[src/rtl/rvc_pkg.sv]
package rvc_pkg;

    localparam int SET_DEPTH   = 16;
    localparam int VALUE_WIDTH = 16;
    localparam int MAX_REPORTS = 8;

    localparam int IDX_W = (SET_DEPTH > 1) ? $clog2(SET_DEPTH) : 1;
    localparam int CNT_W = $clog2(SET_DEPTH + 1);
    localparam int OCC_W = CNT_W;
    localparam int REP_W = $clog2(MAX_REPORTS + 1);

endpackage

[src/rtl/rvc_in_if.sv]
interface rvc_in_if import rvc_pkg::*; ();
    logic                   valid;
    logic                   ready;
    logic [VALUE_WIDTH-1:0] value;
    logic                   set_end;

    modport source (output valid, output value, output set_end, input ready);
    modport sink   (input valid, input value, input set_end, output ready);
endinterface

[src/rtl/rvc_out_if.sv]
interface rvc_out_if import rvc_pkg::*; ();
    logic                   valid;
    logic                   ready;
    logic [VALUE_WIDTH-1:0] repeated_value;
    logic [OCC_W-1:0]       occurrences;
    logic                   final_report;
    logic                   dropped;

    modport source (output valid, output repeated_value, output occurrences,
                    output final_report, output dropped, input ready);
    modport sink   (input valid, input repeated_value, input occurrences,
                    input final_report, input dropped, output ready);
endinterface

[src/rtl/repeat_value_counter_unit.sv]
// Loading: one transaction per cycle while idle, values written to the store RAM in arrival order.
// Scan after the last item of a set of N stored values, per candidate: one RAM read for the
// candidate, one read per compared entry, one decision step; a final report closes the set,
// and the scan waits when the report output stalls.
// No input is taken during the scan; the store has a single read port, read one entry at a time.
// Synchronous active-low reset clears fill count, overflow flag and control; store undefined.
module repeat_value_counter_unit import rvc_pkg::*; (
    input  logic      i_clk,
    input  logic      i_rst_n,
    rvc_in_if.sink    i_in,
    rvc_out_if.source o_out
);

    localparam logic [2:0] S_IDLE = 3'd0;
    localparam logic [2:0] S_RDI  = 3'd1;
    localparam logic [2:0] S_RDJ0 = 3'd2;
    localparam logic [2:0] S_CMP  = 3'd3;
    localparam logic [2:0] S_DEC  = 3'd4;
    localparam logic [2:0] S_FIN  = 3'd5;

    logic [2:0]             r_state, n_state;
    logic [CNT_W-1:0]       r_fill, n_fill;
    logic                   r_ovf, n_ovf;
    logic [CNT_W-1:0]       r_n, n_n;
    logic                   r_drop, n_drop;
    logic [IDX_W-1:0]       r_i, n_i;
    logic [IDX_W-1:0]       r_j, n_j;
    logic [VALUE_WIDTH-1:0] r_cand, n_cand;
    logic                   r_seen, n_seen;
    logic [CNT_W-1:0]       r_cnt, n_cnt;
    logic [REP_W-1:0]       r_nrep, n_nrep;
    logic                   r_has_pend, n_has_pend;
    logic [VALUE_WIDTH-1:0] r_pend_val, n_pend_val;
    logic [CNT_W-1:0]       r_pend_cnt, n_pend_cnt;

    logic                   r_out_valid;
    logic [VALUE_WIDTH-1:0] r_out_val;
    logic [OCC_W-1:0]       r_out_cnt;
    logic                   r_out_final;
    logic                   r_out_drop;

    logic                   out_load;
    logic [VALUE_WIDTH-1:0] out_val;
    logic [CNT_W-1:0]       out_cnt;
    logic                   out_final;

    logic                   in_acc;
    logic                   slot_free;
    logic                   ram_we;
    logic [IDX_W-1:0]       ram_raddr;
    logic [VALUE_WIDTH-1:0] ram_rdata;
    logic                   eq;
    logic                   last_j;
    logic                   last_i;
    logic                   new_rep;

    assign i_in.ready = (r_state == S_IDLE);
    assign in_acc     = i_in.valid && i_in.ready;
    assign slot_free  = !r_out_valid || o_out.ready;
    assign ram_we     = in_acc && (r_fill < CNT_W'(SET_DEPTH));

    assign eq      = (ram_rdata == r_cand);
    assign last_j  = ({1'b0, r_j} == CNT_W'(r_n - 1'b1));
    assign last_i  = ({1'b0, r_i} == CNT_W'(r_n - 1'b1));
    assign new_rep = !r_seen && (r_cnt > CNT_W'(1));

    rvc_ram #(
        .WIDTH (VALUE_WIDTH),
        .DEPTH (SET_DEPTH)
    ) u_store (
        .i_clk   (i_clk),
        .i_we    (ram_we),
        .i_waddr (r_fill[IDX_W-1:0]),
        .i_wdata (i_in.value),
        .i_raddr (ram_raddr),
        .o_rdata (ram_rdata)
    );

    always_comb begin
        n_state    = r_state;
        n_fill     = r_fill;
        n_ovf      = r_ovf;
        n_n        = r_n;
        n_drop     = r_drop;
        n_i        = r_i;
        n_j        = r_j;
        n_cand     = r_cand;
        n_seen     = r_seen;
        n_cnt      = r_cnt;
        n_nrep     = r_nrep;
        n_has_pend = r_has_pend;
        n_pend_val = r_pend_val;
        n_pend_cnt = r_pend_cnt;
        out_load   = 1'b0;
        out_val    = r_pend_val;
        out_cnt    = r_pend_cnt;
        out_final  = 1'b0;
        ram_raddr  = r_i;

        unique case (r_state)
            S_IDLE: begin
                if (in_acc) begin
                    if (ram_we) begin
                        n_fill = r_fill + 1'b1;
                    end else begin
                        n_ovf = 1'b1;
                    end
                    if (i_in.set_end) begin
                        n_n        = ram_we ? CNT_W'(r_fill + 1'b1) : r_fill;
                        n_drop     = r_ovf || !ram_we;
                        n_fill     = '0;
                        n_ovf      = 1'b0;
                        n_i        = '0;
                        n_nrep     = '0;
                        n_has_pend = 1'b0;
                        n_state    = S_RDI;
                    end
                end
            end
            S_RDI: begin
                ram_raddr = r_i;
                n_state   = S_RDJ0;
            end
            S_RDJ0: begin
                n_cand    = ram_rdata;
                ram_raddr = '0;
                n_j       = '0;
                n_seen    = 1'b0;
                n_cnt     = '0;
                n_state   = S_CMP;
            end
            S_CMP: begin
                ram_raddr = IDX_W'(r_j + 1'b1);
                if (eq && (r_j < r_i)) begin
                    n_seen = 1'b1;
                end
                if (eq && (r_j >= r_i)) begin
                    n_cnt = r_cnt + 1'b1;
                end
                if (last_j) begin
                    n_state = S_DEC;
                end else begin
                    n_j = IDX_W'(r_j + 1'b1);
                end
            end
            S_DEC: begin
                if (!(new_rep && r_has_pend && !slot_free)) begin
                    if (new_rep) begin
                        out_load   = r_has_pend;
                        n_pend_val = r_cand;
                        n_pend_cnt = r_cnt;
                        n_has_pend = 1'b1;
                        n_nrep     = r_nrep + 1'b1;
                    end
                    if ((new_rep && (r_nrep == REP_W'(MAX_REPORTS - 1))) || last_i) begin
                        n_state = S_FIN;
                    end else begin
                        n_i     = IDX_W'(r_i + 1'b1);
                        n_state = S_RDI;
                    end
                end
            end
            S_FIN: begin
                if (slot_free) begin
                    out_load  = 1'b1;
                    out_final = 1'b1;
                    out_val   = r_has_pend ? r_pend_val : '0;
                    out_cnt   = r_has_pend ? r_pend_cnt : '0;
                    n_state   = S_IDLE;
                end
            end
            default: begin
                n_state = S_IDLE;
            end
        endcase
    end

    always_ff @(posedge i_clk) begin
        if (!i_rst_n) begin
            r_state     <= S_IDLE;
            r_fill      <= '0;
            r_ovf       <= 1'b0;
            r_nrep      <= '0;
            r_has_pend  <= 1'b0;
            r_out_valid <= 1'b0;
        end else begin
            r_state    <= n_state;
            r_fill     <= n_fill;
            r_ovf      <= n_ovf;
            r_nrep     <= n_nrep;
            r_has_pend <= n_has_pend;
            if (out_load) begin
                r_out_valid <= 1'b1;
            end else if (o_out.ready) begin
                r_out_valid <= 1'b0;
            end
        end
    end

    always_ff @(posedge i_clk) begin
        r_n        <= n_n;
        r_drop     <= n_drop;
        r_i        <= n_i;
        r_j        <= n_j;
        r_cand     <= n_cand;
        r_seen     <= n_seen;
        r_cnt      <= n_cnt;
        r_pend_val <= n_pend_val;
        r_pend_cnt <= n_pend_cnt;
        if (out_load) begin
            r_out_val   <= out_val;
            r_out_cnt   <= OCC_W'(out_cnt);
            r_out_final <= out_final;
            r_out_drop  <= r_drop;
        end
    end

    assign o_out.valid          = r_out_valid;
    assign o_out.repeated_value = r_out_val;
    assign o_out.occurrences    = r_out_cnt;
    assign o_out.final_report   = r_out_final;
    assign o_out.dropped        = r_out_drop;

`ifndef SYNTHESIS
    a_fill_range: assert property (@(posedge i_clk) disable iff (!i_rst_n)
        r_fill <= CNT_W'(SET_DEPTH))
        else $error("fill count beyond store depth");

    a_set_end_starts_scan: assert property (@(posedge i_clk) disable iff (!i_rst_n)
        (in_acc && i_in.set_end) |=> (r_state == S_RDI && r_fill == '0 && !r_ovf))
        else $error("set end did not start the scan");

    a_report_limit: assert property (@(posedge i_clk) disable iff (!i_rst_n)
        (r_state != S_IDLE) |-> (r_nrep <= REP_W'(MAX_REPORTS)))
        else $error("too many reports");

    a_count_bound: assert property (@(posedge i_clk) disable iff (!i_rst_n)
        (r_state == S_DEC) |-> (r_cnt <= r_n && r_cnt != '0))
        else $error("occurrence count out of range");

    a_final_closes_set: assert property (@(posedge i_clk) disable iff (!i_rst_n)
        (r_state == S_FIN && slot_free) |=>
            (r_state == S_IDLE && r_out_valid && r_out_final))
        else $error("final report not issued");
`endif

endmodule

[src/rtl/rvc_ram.sv]
module rvc_ram #(
    parameter int WIDTH = 16,
    parameter int DEPTH = 16,
    localparam int AW   = (DEPTH > 1) ? $clog2(DEPTH) : 1
) (
    input  logic             i_clk,
    input  logic             i_we,
    input  logic [AW-1:0]    i_waddr,
    input  logic [WIDTH-1:0] i_wdata,
    input  logic [AW-1:0]    i_raddr,
    output logic [WIDTH-1:0] o_rdata
);

    logic [WIDTH-1:0] r_mem [DEPTH];
    logic [WIDTH-1:0] r_rdata;

    always_ff @(posedge i_clk) begin
        if (i_we) begin
            r_mem[i_waddr] <= i_wdata;
        end
        r_rdata <= r_mem[i_raddr];
    end

    assign o_rdata = r_rdata;

endmodule

[src/flat_wrapper.sv]
// flat-port wrapper written by rule: the top's interface ports become plain ports
module repeat_value_counter_unit_flat import rvc_pkg::*;
  (i_clk, i_rst_n, i_in_valid, i_in_value, i_in_set_end, i_in_ready, o_out_valid, o_out_repeated_value, o_out_occurrences, o_out_final_report, o_out_dropped, o_out_ready);
  rvc_in_if i_in_i ();
  rvc_out_if o_out_i ();
  input  logic i_clk;
  input  logic i_rst_n;
  input wire logic [$bits(i_in_i.valid)-1:0] i_in_valid;
  input wire logic [$bits(i_in_i.value)-1:0] i_in_value;
  input wire logic [$bits(i_in_i.set_end)-1:0] i_in_set_end;
  output wire logic [$bits(i_in_i.ready)-1:0] i_in_ready;
  output wire logic [$bits(o_out_i.valid)-1:0] o_out_valid;
  output wire logic [$bits(o_out_i.repeated_value)-1:0] o_out_repeated_value;
  output wire logic [$bits(o_out_i.occurrences)-1:0] o_out_occurrences;
  output wire logic [$bits(o_out_i.final_report)-1:0] o_out_final_report;
  output wire logic [$bits(o_out_i.dropped)-1:0] o_out_dropped;
  input wire logic [$bits(o_out_i.ready)-1:0] o_out_ready;
  assign i_in_i.valid = i_in_valid;
  assign i_in_i.value = i_in_value;
  assign i_in_i.set_end = i_in_set_end;
  assign i_in_ready = i_in_i.ready;
  assign o_out_valid = o_out_i.valid;
  assign o_out_repeated_value = o_out_i.repeated_value;
  assign o_out_occurrences = o_out_i.occurrences;
  assign o_out_final_report = o_out_i.final_report;
  assign o_out_dropped = o_out_i.dropped;
  assign o_out_i.ready = o_out_ready;
  repeat_value_counter_unit u_core (.i_clk(i_clk), .i_rst_n(i_rst_n), .i_in(i_in_i), .o_out(o_out_i));
endmodule
[config.mk]
export PLATFORM = sky130hd
export DESIGN_NAME = repeat_value_counter_unit_flat
export DESIGN_NICKNAME = d
export VERILOG_FILES = /design/src/rtl/rvc_pkg.sv /design/src/rtl/rvc_in_if.sv /design/src/rtl/rvc_out_if.sv /design/src/rtl/repeat_value_counter_unit.sv /design/src/rtl/rvc_ram.sv /design/src/flat_wrapper.sv
export SDC_FILE = /design/constraint.sdc
export NUM_CORES = 1
export LEC_CHECK = 0
export BUFFER_PORTS_ARGS = -buffer_cell sky130_fd_sc_hd__buf_2
export CORE_MARGIN = 3
export CORE_UTILIZATION = 30
export CTS_BUF_LIST = sky130_fd_sc_hd__clkbuf_2 sky130_fd_sc_hd__clkbuf_4 sky130_fd_sc_hd__clkbuf_8
export DETAILED_ROUTE_END_ITERATION = 16
export SETUP_SLACK_MARGIN = 0.5
export SYNTH_ARGS = -nofsm -noshare
export SYNTH_HDL_FRONTEND = slang
export SYNTH_HIERARCHICAL = 1
export SYNTH_SLANG_ARGS = --single-unit
[constraint.sdc]
create_clock -name i_clk -period 3.51 [get_ports i_clk]
set_input_delay 0.5265 -clock i_clk [delete_from_list [all_inputs] [get_ports i_clk]]
set_output_delay 0.5265 -clock i_clk [all_outputs]
set_load 0.01 [all_outputs]
==> metrics.csv <==
stage;metric;value;unit
clock_tree;number of CTS-inserted buffers;56;
detailed_routing;vias per cell;4.76;
clock_tree;hold buffers post-CTS;0;
global_routing;first-pass GRT wire length;45.0;mm
global_routing;vias in the first global route;7454;
logic_synthesis;top cell type's share of synthesized area;0.709;
clock_tree;post_cts resized;0;
place;# port buffers;45;
logic_synthesis;Post-Synth XOR/XNOR Area;0.0219;
logic_synthesis;cell taking the most area after synthesis;edfxtp_1;
logic_synthesis;post-synthesis adder-cell area fraction;0.00967;
clock_tree;Setup Fix Bufs, Post-CTS;0;
setup_path;FF-to-FF setup slack;720;ps
floorplanning;Site Rows;79;
sta;Setup WS post-layout;715;ps
logic_synthesis;ys flop type;edfxtp_1;
floorplanning;Starting Density;0.304;
setup_path;critical path fanouts, max;64;
outcome;status;complete, no violations;
sta;min Tclk post-route;2790;ps
worst_hold_path;Worst Min Path Start;o_out_ready;
global_routing;initial antenna violation count;0;
clock_tree;H-tree depth;2;
setup_path;type of origin of the critical path;flip-flop;
sta;Final Skew;23.8;ps
logic_synthesis;largest family of logic cells by synthesized area;multiplexers;
power_and_ir_drop;Pwr Density;731;nW/um2
worst_hold_path;Worst Hold Class;input pin to flip-flop;
sta;final setup fails;0;
setup_path;Largest delay share family, worst path;simple AND/OR/NAND/NOR gates;
worst_hold_path;hold path cells;3;
detailed_routing;number of remaining DRC errors;0;
clock_tree;CTS tree;built;
clock_tree;Clk Tree Root Cell;clkbuf_8;
power_and_ir_drop;Peak VDD IR;0.000364;V
setup_path;worst reg2reg path depth;10;
place;estimated wirelength of the detail-placed design;18.1;mm
logic_synthesis;post-synthesis cell count;753;
sta;setup tns final;0;ps
place;global placer's final weighted congestion;0.763;
worst_hold_path;Hold Path End;u_core/o_out.valid;
floorplanning;Core Box Area;46800;um2
cells_and_area;leading cell type in the layout, fill and taps excluded;edfxtp_1;
detailed_routing;DR vias;7286;
setup_path;FF-to-FF End;u_core/u_store/o_rdata[12];
clock_tree;clock slew at reported path FFs;60;ps
setup_path;Crit path largest cell delay;580;ps
power_and_ir_drop;PnR Total Power;12.2;mW
logic_synthesis;Yosys warning total;6;
sta;Fmax achieved;0.358;GHz
power_and_ir_drop;Lkg Pwr;5.57;nW
cells_and_area;Inserted Diodes;0;
logic_synthesis;FF+latch count, synth;367;
logic_synthesis;Unique masters post-synth;58;
floorplanning;Die ar.;50100;um2
clock_tree;Sink Count;367;
clock_tree;clock latency on the worst-skew pair;610;ps
logic_synthesis;FFs w/ async S/R, synth;0;
sta;slew margin rel.;0.561;
global_routing;total track usage;0.117;
place;DP Area;15500;um2
cells_and_area;design area;16700;um2
setup_path;critical path class;flip-flop to flip-flop;
setup_path;Worst Path Arrival;3270;ps
cells_and_area;P&R area growth vs syn;17.4;%
detailed_routing;WL/cell;19.1;um
logic_synthesis;number of enable flip-flop cells after synthesis;336;
setup_path;CP required;3980;ps
logic_synthesis;post-synthesis cell area;14200;um2
floorplanning;Chip Height;224;um
place;pre-CTS WS;645;ps
cells_and_area;fraction of layout cells with a size suffix above 1;0.293;
sta;period utilization;0.796;
floorplanning;top-level I/O count;46;
detailed_routing;Post-DRT Antenna Nets;0;
floorplanning;Die Wd;224;um
logic_synthesis;simple-gate portion of the synthesized area;0.0560;
setup_path;RR Startpoint;u_core/r_state[1];
logic_synthesis;Avg Cell Area, Syn;18.9;um2
cells_and_area;Final #Nets;909;
setup_path;CP Cell Sequence;nand2b_1 -> or2_1 -> buf_4 -> inv_2 -> and2_1 -> a21o_2 -> buf_12 -> mux4_2 -> a22oi_1 -> nand2_1;
detailed_routing;DRT Pass-1 Iters;5;
logic_synthesis;Synth Area in Compound Gates;0.0396;
logic_synthesis;Syn Nets;785;
clock_tree;clk buf depth;3;
sta;fin. max-slew vios;0;
logic_synthesis;Seq/Total Area, Yosys;0.753;
setup_path;Worst Path Buf+Inv;3;
global_routing;gr ovfl total;0;
cells_and_area;final-layout fill cell count;4394;
global_routing;largest net degree at the start of global routing;65;
setup_path;Critical Path Slowest Stage Cell;dfxtp_1;
detailed_routing;DRT iter0 DRCs;560;
logic_synthesis;mux cell area share after synthesis;0.105;
detailed_routing;final WL;29.3;mm
cells_and_area;commonest non-fill, non-tap cells in the layout;edfxtp_1, clkbuf_8, mux4_2;
sta;final hold vios;0;
setup_path;Crit. End Element;flip-flop;
run;max_cap viols;0;
logic_synthesis;Area contributors post-synth;edfxtp_1, mux4_2, dfxtp_1;
sta;RSZ-0062 raised after global routing;no;
sta;Slew @ Worst Pin;658;ps
per-layer routing:
metal,global-route usage,routed length (um),up-vias
met3,0.0280,1700,55
li1,-,-,3277
met1,0.167,13800,3744
met4,0.0351,671,0
met5,0,0,-
met2,0.178,13100,210
registers in the layout (all words and copies together) (netlist names), 3 cells and up:
signal,count
u_core/o_out.repeated_value,16
u_core/r_cand,16
u_core/r_fill,5
u_core/u_store/o_rdata,16
u_core/o_out.occurrences,5
u_core/r_pend_cnt,5
u_core/r_pend_val,16
u_core/r_nrep,4
u_core/r_j,4
u_core/u_store/r_mem,256
u_core/r_state,3
u_core/r_n,5
u_core/r_i,4
u_core/r_cnt,5
worst register-to-register path, delay by kind of cell, from the launching register on:
family,cells,cell delay (ps)
AND/OR/NAND/NOR,4,640
AO/OA/AOI/OAI,2,430
flip-flops,1,580
buffers and inverters,3,600
multiplexers,1,430
cells by family (layout without fill, tap and decap cells):
kind of cell             Yosys count  count (layout)
flip-flops                       367             367
AND/OR/NAND/NOR                  152             152
AO/OA/AOI/OAI                     79              79
multiplexers                      65              65
buffers and inverters             45             216
XOR/XNOR                          34              34
adder cells (fa/ha/maj)           11              11
final cells by class:
class / instances / area [um2] / share of cell area
multi-input cells: 341 / 3370 / 0.201
flip-flops and latches: 367 / 10700 / 0.641
well taps: 607 / 759 / 0.0454
clock inverters: 28 / 195 / 0.0117
repair buffers: 99 / 681 / 0.0407
inverters: 12 / 45.0 / 0.00270
clock buffers: 77 / 953 / 0.0571
cells in the mapped netlist (all sizes together) (3+ instances only):
| cell type | instances |
|---|---|
| a21o | 5 |
| a21oi | 9 |
| a22oi | 36 |
| a31oi | 6 |
| and2 | 25 |
| and3 | 3 |
| buf | 20 |
| clkbuf | 13 |
| dfxtp | 31 |
| edfxtp | 336 |
| ha | 11 |
| inv | 11 |
| mux4 | 64 |
| nand2 | 27 |
| nand2b | 6 |
| nand3 | 11 |
| nand3b | 3 |
| nand4 | 4 |
| nor2 | 39 |
| nor2b | 7 |
| nor3 | 13 |
| o21ai | 5 |
| o22ai | 3 |
| or3 | 3 |
| xnor2 | 20 |
| xor2 | 13 |
worst max path at each step:
stage	from	to	slack [ps]	cells past startpoint
2_1_floorplan	i_in_valid	u_core/u_store/r_mem[12][0]	560	5
3_3_place_gp	i_in_valid	u_core/u_store/r_mem[0][9]	670	6
3_5_place_dp	i_in_valid	u_core/u_store/r_mem[0][11]	650	6
4_1_cts	u_core/r_state[1]	u_core/u_store/o_rdata[12]	670	8
5_1_grt	u_core/r_state[1]	u_core/u_store/o_rdata[12]	530	10
6_report	u_core/r_state[1]	u_core/u_store/o_rdata[12]	720	10
metrics by stage:
step	std cells	utilization	hold slack [ps]
after floorplan	753	-	400
after global placement	1414	0.331	442
after detailed placement	1414	0.331	440
after CTS	1519	0.356	224
after global routing	1531	0.357	259
final	1531	0.357	273
power breakdown:
group | internal [mW] | leakage, nW | switching (mW)
Combinational | 1.44 | 1.67 | 1.60
Clock | 1.92 | 0.609 | 1.62
Sequential | 5.30 | 3.30 | 0.337
(Power assumes the default switching activity.)
